<file path="src/rtl/core/vslr_mac.sv">
// Shared multiply-accumulate unit: product, floor shift by 16, 64-bit accumulate.
module vslr_mac (
  input  logic               clk_i,
  input  logic               load_i,
  input  logic signed [63:0] load_val_i,
  input  logic               mac_i,
  input  logic signed [31:0] coef_i,
  input  logic signed [31:0] data_i,
  output logic signed [63:0] acc_o
);
  logic signed [63:0] prod_q, acc_q;
  logic               mac_q;

  // The product is registered before the add; arithmetic shift floors.
  always_ff @(posedge clk_i) begin
    prod_q <= (64'(coef_i) * 64'(data_i)) >>> 16;
    mac_q  <= mac_i;
    if (load_i) begin
      acc_q <= load_val_i;
    end else if (mac_q) begin
      acc_q <= acc_q + prod_q;
    end
  end

  assign acc_o = acc_q;
endmodule

</file>
<file path="config.mk">
export PLATFORM = sky130hd
export DESIGN_NAME = vslr_mac
export DESIGN_NICKNAME = d
export VERILOG_FILES = /design/src/rtl/core/vslr_mac.sv
export SDC_FILE = /design/constraint.sdc
export NUM_CORES = 2
export LEC_CHECK = 0
export ABC_CLOCK_PERIOD_IN_PS = 9300
export BUFFER_PORTS_ARGS = -buffer_cell sky130_fd_sc_hd__buf_2
export CORE_MARGIN = 10
export CORE_UTILIZATION = 34
export CTS_CLUSTER_SIZE = 14
export DETAILED_ROUTE_END_ITERATION = 10
export PLACE_DENSITY = 0.58
export SYNTH_ARGS = -nofsm -noshare
export SYNTH_HDL_FRONTEND = slang
export SYNTH_SLANG_ARGS = --single-unit
</file>
<file path="constraint.sdc">
create_clock -name clk_i -period 9.3 [get_ports clk_i]
set_input_delay 1.86 -clock clk_i [delete_from_list [all_inputs] [get_ports clk_i]]
set_output_delay 1.86 -clock clk_i [all_outputs]
set_load 0.02 [all_outputs]
</file>
==> key figures <==
GRT
  – Global route overflow: 0
  – Number of global-route vias before repair: 33756
  – Largest net degree at the start of global routing: 67
  – First-pass GRT wire length: 193100 um
  – All-Layer GR Usage: 0.1734
  – Initial antenna violation count: 9

Critical path
  – Critical R2R Launch: acc_o[0]$_DFFE_PP_
  – Reg2reg path depth: 13
  – Capturing point of the worst reg2reg path: acc_o[62]$_DFFE_PP_
  – CP Class: primary input to register
  – Crit Path Max Fanout: 9
  – Critical path endpoint category: register
  – Flop2flop setup slack: 5.23 ns
  – Worst setup SP type: primary input
  – WP data required: 9.61 ns
  – CP arrival: 9.26 ns

Synthesis
  – Post-Synthesis Cells: 4589
  – Netlist cell types: 69
  – Ys flop type: edfxtp_1
  – Synth async-reset ratio: 0
  – Synth Warn #: 0
  – Number of flops mapped to enable cells by yosys: 64
  – Avg Cell Area, Syn: 9.318 sq um
  – Synth top area cells: fa_1 51%, inv_1 9.0%, and2_1 7.3%
  – Top post-synthesis cells by count: 1082 x fa_1, 1028 x inv_1, 627 x nand2_1, 498 x and2_1, 243 x ha_1
  – Post-Syn Nets: 6045
  – Netlist Area Pre-Place: 42760 sq um
  – Register area share after synthesis: 0.06788
  – Most numerous cell in the Yosys netlist: fa_1
  – Synth Register Bits: 113
  – Yosys top cell by area: fa_1
  – Yosys top cell area share: 0.5065

Hold path
  – Hold Path Depth: 2
  – HP Start: prod_q[0]$_DFF_P_
  – Hold Path Class: register to register
  – Hold Path End: acc_o[0]$_DFFE_PP_

STA
  – RSZ-0062 raised after global routing: no
  – Hold Vio Cnt, Final: 0
  – Setup TNS: 0 ns
  – Tmin final: 8.956 ns
  – Final period util: 0.9630
  – Fmax: 0.1117 GHz
  – Min Hold Slack: 0.6718 ns
  – Actual slew at the worst max-slew pin: 1.046 ns
  – Fin. max-slew vios: 0
  – Setup WS post-layout: 0.3445 ns
  – Final setup viols: 0
  – Max-slew headroom: 0.3028
  – Clock Skews: 0.01063 ns

Clock tree
  – Clock-pin slew on the worst setup and hold paths: 0.06 ns
  – TritonCTS Buffers: 17
  – Clock insertion delay at the later pin of the skew report: 0.43 ns
  – Root buf cell: clkbuf_16
  – Total clock sinks: 113
  – CTS HTree Levels: 4
  – CTS tree: done
  – Clock Path Buffers: 2

Routing
  – Drt first pass iters: 5
  – DR DRC count: 0
  – Final ANT Viol Nets: 0
  – Routed vias/inst: 4.736
  – WL final: 120200 um
  – Vias after detailed routing: 30910
  – DRT iter0 DRCs: 1688
  – WL per Instance: 18.42 um

Floorplanning
  – CORE AREA: 125200 sq um
  – FP Rows: 130
  – Die Width: 374.6 um
  – DIE HEIGHT: 374.6 um
  – IO Pins: 195
  – Initial Util: 0.3414
  – Die area: 140400 sq um

Place
  – Number of port buffers: 194
  – Post-DP Area: 47300 sq um
  – GPL Wtd Cong: 0.8753
  – DP Wirelength: 106100 um
  – Pre-CTS setup slack: -0.1322 ns

Finish
  – Design area: 47920 sq um
  – Fillers: 12578
  – Layout cells sized above 1: 0.1094
  – # nets final: 6315
  – Layout area overhead: 12.05%

Run status
  – Outcome: completed

Job
  – Max-cap viol count: 0
repair_timing:
item / CTS / global route
buffers inserted: 0 / 0
resized for setup: 0 / 6
hold buffers: 0 / 0
endpoints found under the setup margin: 0 / 3
worst max-delay path, cell delays in order:
cell and delay, ns:
buf_2 0.37, buf_4 0.28, and2_1 0.17, fa_1 0.47, fa_1 0.56, inv_1 0.06
fa_1 0.53, inv_1 0.06, fa_1 0.50, inv_1 0.05, fa_1 0.58, fa_1 0.44
fa_1 0.45, fa_1 0.50, inv_1 0.06, ha_1 0.31, a211o_1 0.33, or4_4 0.54
nand2b_1 0.18, o2111a_2 0.21, o221a_4 0.26, o22ai_2 0.17, o21bai_2 0.10, a21oi_2 0.15
xnor2_1 0.07
stage by stage:
step	utilization	std cells
after floorplan	-	4589
after global placement	0.3777	6490
after detailed placement	0.3777	6490
after CTS	0.3824	6522
after global routing	0.3826	6525
final	0.3826	6526
worst max path at each step:
stage	startpoint	endpoint	slack, ns	cells past startpoint
final	coef_i[19]	prod_q[47]$_DFF_P_	0.34	25
after global routing	coef_i[12]	prod_q[44]$_DFF_P_	0.01	27
after CTS	coef_i[19]	prod_q[47]$_DFF_P_	0.33	25
after detailed placement	coef_i[19]	prod_q[47]$_DFF_P_	-0.13	25
after global placement	coef_i[20]	prod_q[47]$_DFF_P_	-0.06	24
after floorplan	coef_i[31]	prod_q[47]$_DFF_P_	0.1	28
sequential cells by signal, indices dropped and copies added, names as in the netlist:
name	flops
acc_o	64
mac_q	1
prod_q	48
cell families after synthesis:
logic type      after synthesis  share of synthesized area
compound gates              440                    0.06554
xor+xnor                    122                    0.02499
fa+ha+maj                  1325                     0.5776
buf+inv                    1256                     0.1103
flops                       113                    0.06788
mux                           4                   0.001053
simple gates               1329                     0.1526
cell usage in the layout, fill, tap and decap left out, types with 5 or more instances in the layout:
master,instances
nand2_1,627
o211ai_1,14
edfxtp_1,64
o21bai_1,21
a21o_1,62
nand3_1,25
a211oi_1,12
buf_12,17
nor3_1,14
fa_1,1081
nor2_1,78
nor2b_1,12
o21ai_0,117
ha_1,243
inv_1,1028
o21a_1,12
nor3b_1,7
nand4_1,19
buf_4,268
xnor2_1,78
a21oi_1,125
buf_2,188
nand2b_1,22
clkbuf_4,5
dfxtp_1,49
and3_1,12
clkbuf_16,17
a31oi_1,19
xor2_1,44
and2_1,498
final cells by class:
cell class / instances / area (sq um) / share of cell area
Antenna cell: 4 / 10.01 / 0.0002089
Clock buffer: 20 / 456.7 / 0.009531
Clock inverter: 12 / 132.6 / 0.002768
Inverter: 1028 / 3859 / 0.08053
Multi-Input combinational cell: 3220 / 35150 / 0.7335
Sequential cell: 113 / 2903 / 0.06058
Tap cell: 1650 / 2064 / 0.04309
Timing Repair Buffer: 479 / 3342 / 0.06975
metal layers:
metal,vias to the layer above,GRT usage,wire [um]
met5,-,0,40
met4,8,0.03649,2074
met3,98,0.02887,7053
met2,725,0.2786,55470
met1,15961,0.2449,55550
li1,14118,-,-
Power is not shown: default switching activity piles up to over one toggle a cycle in this logic, so the estimate is an artifact.
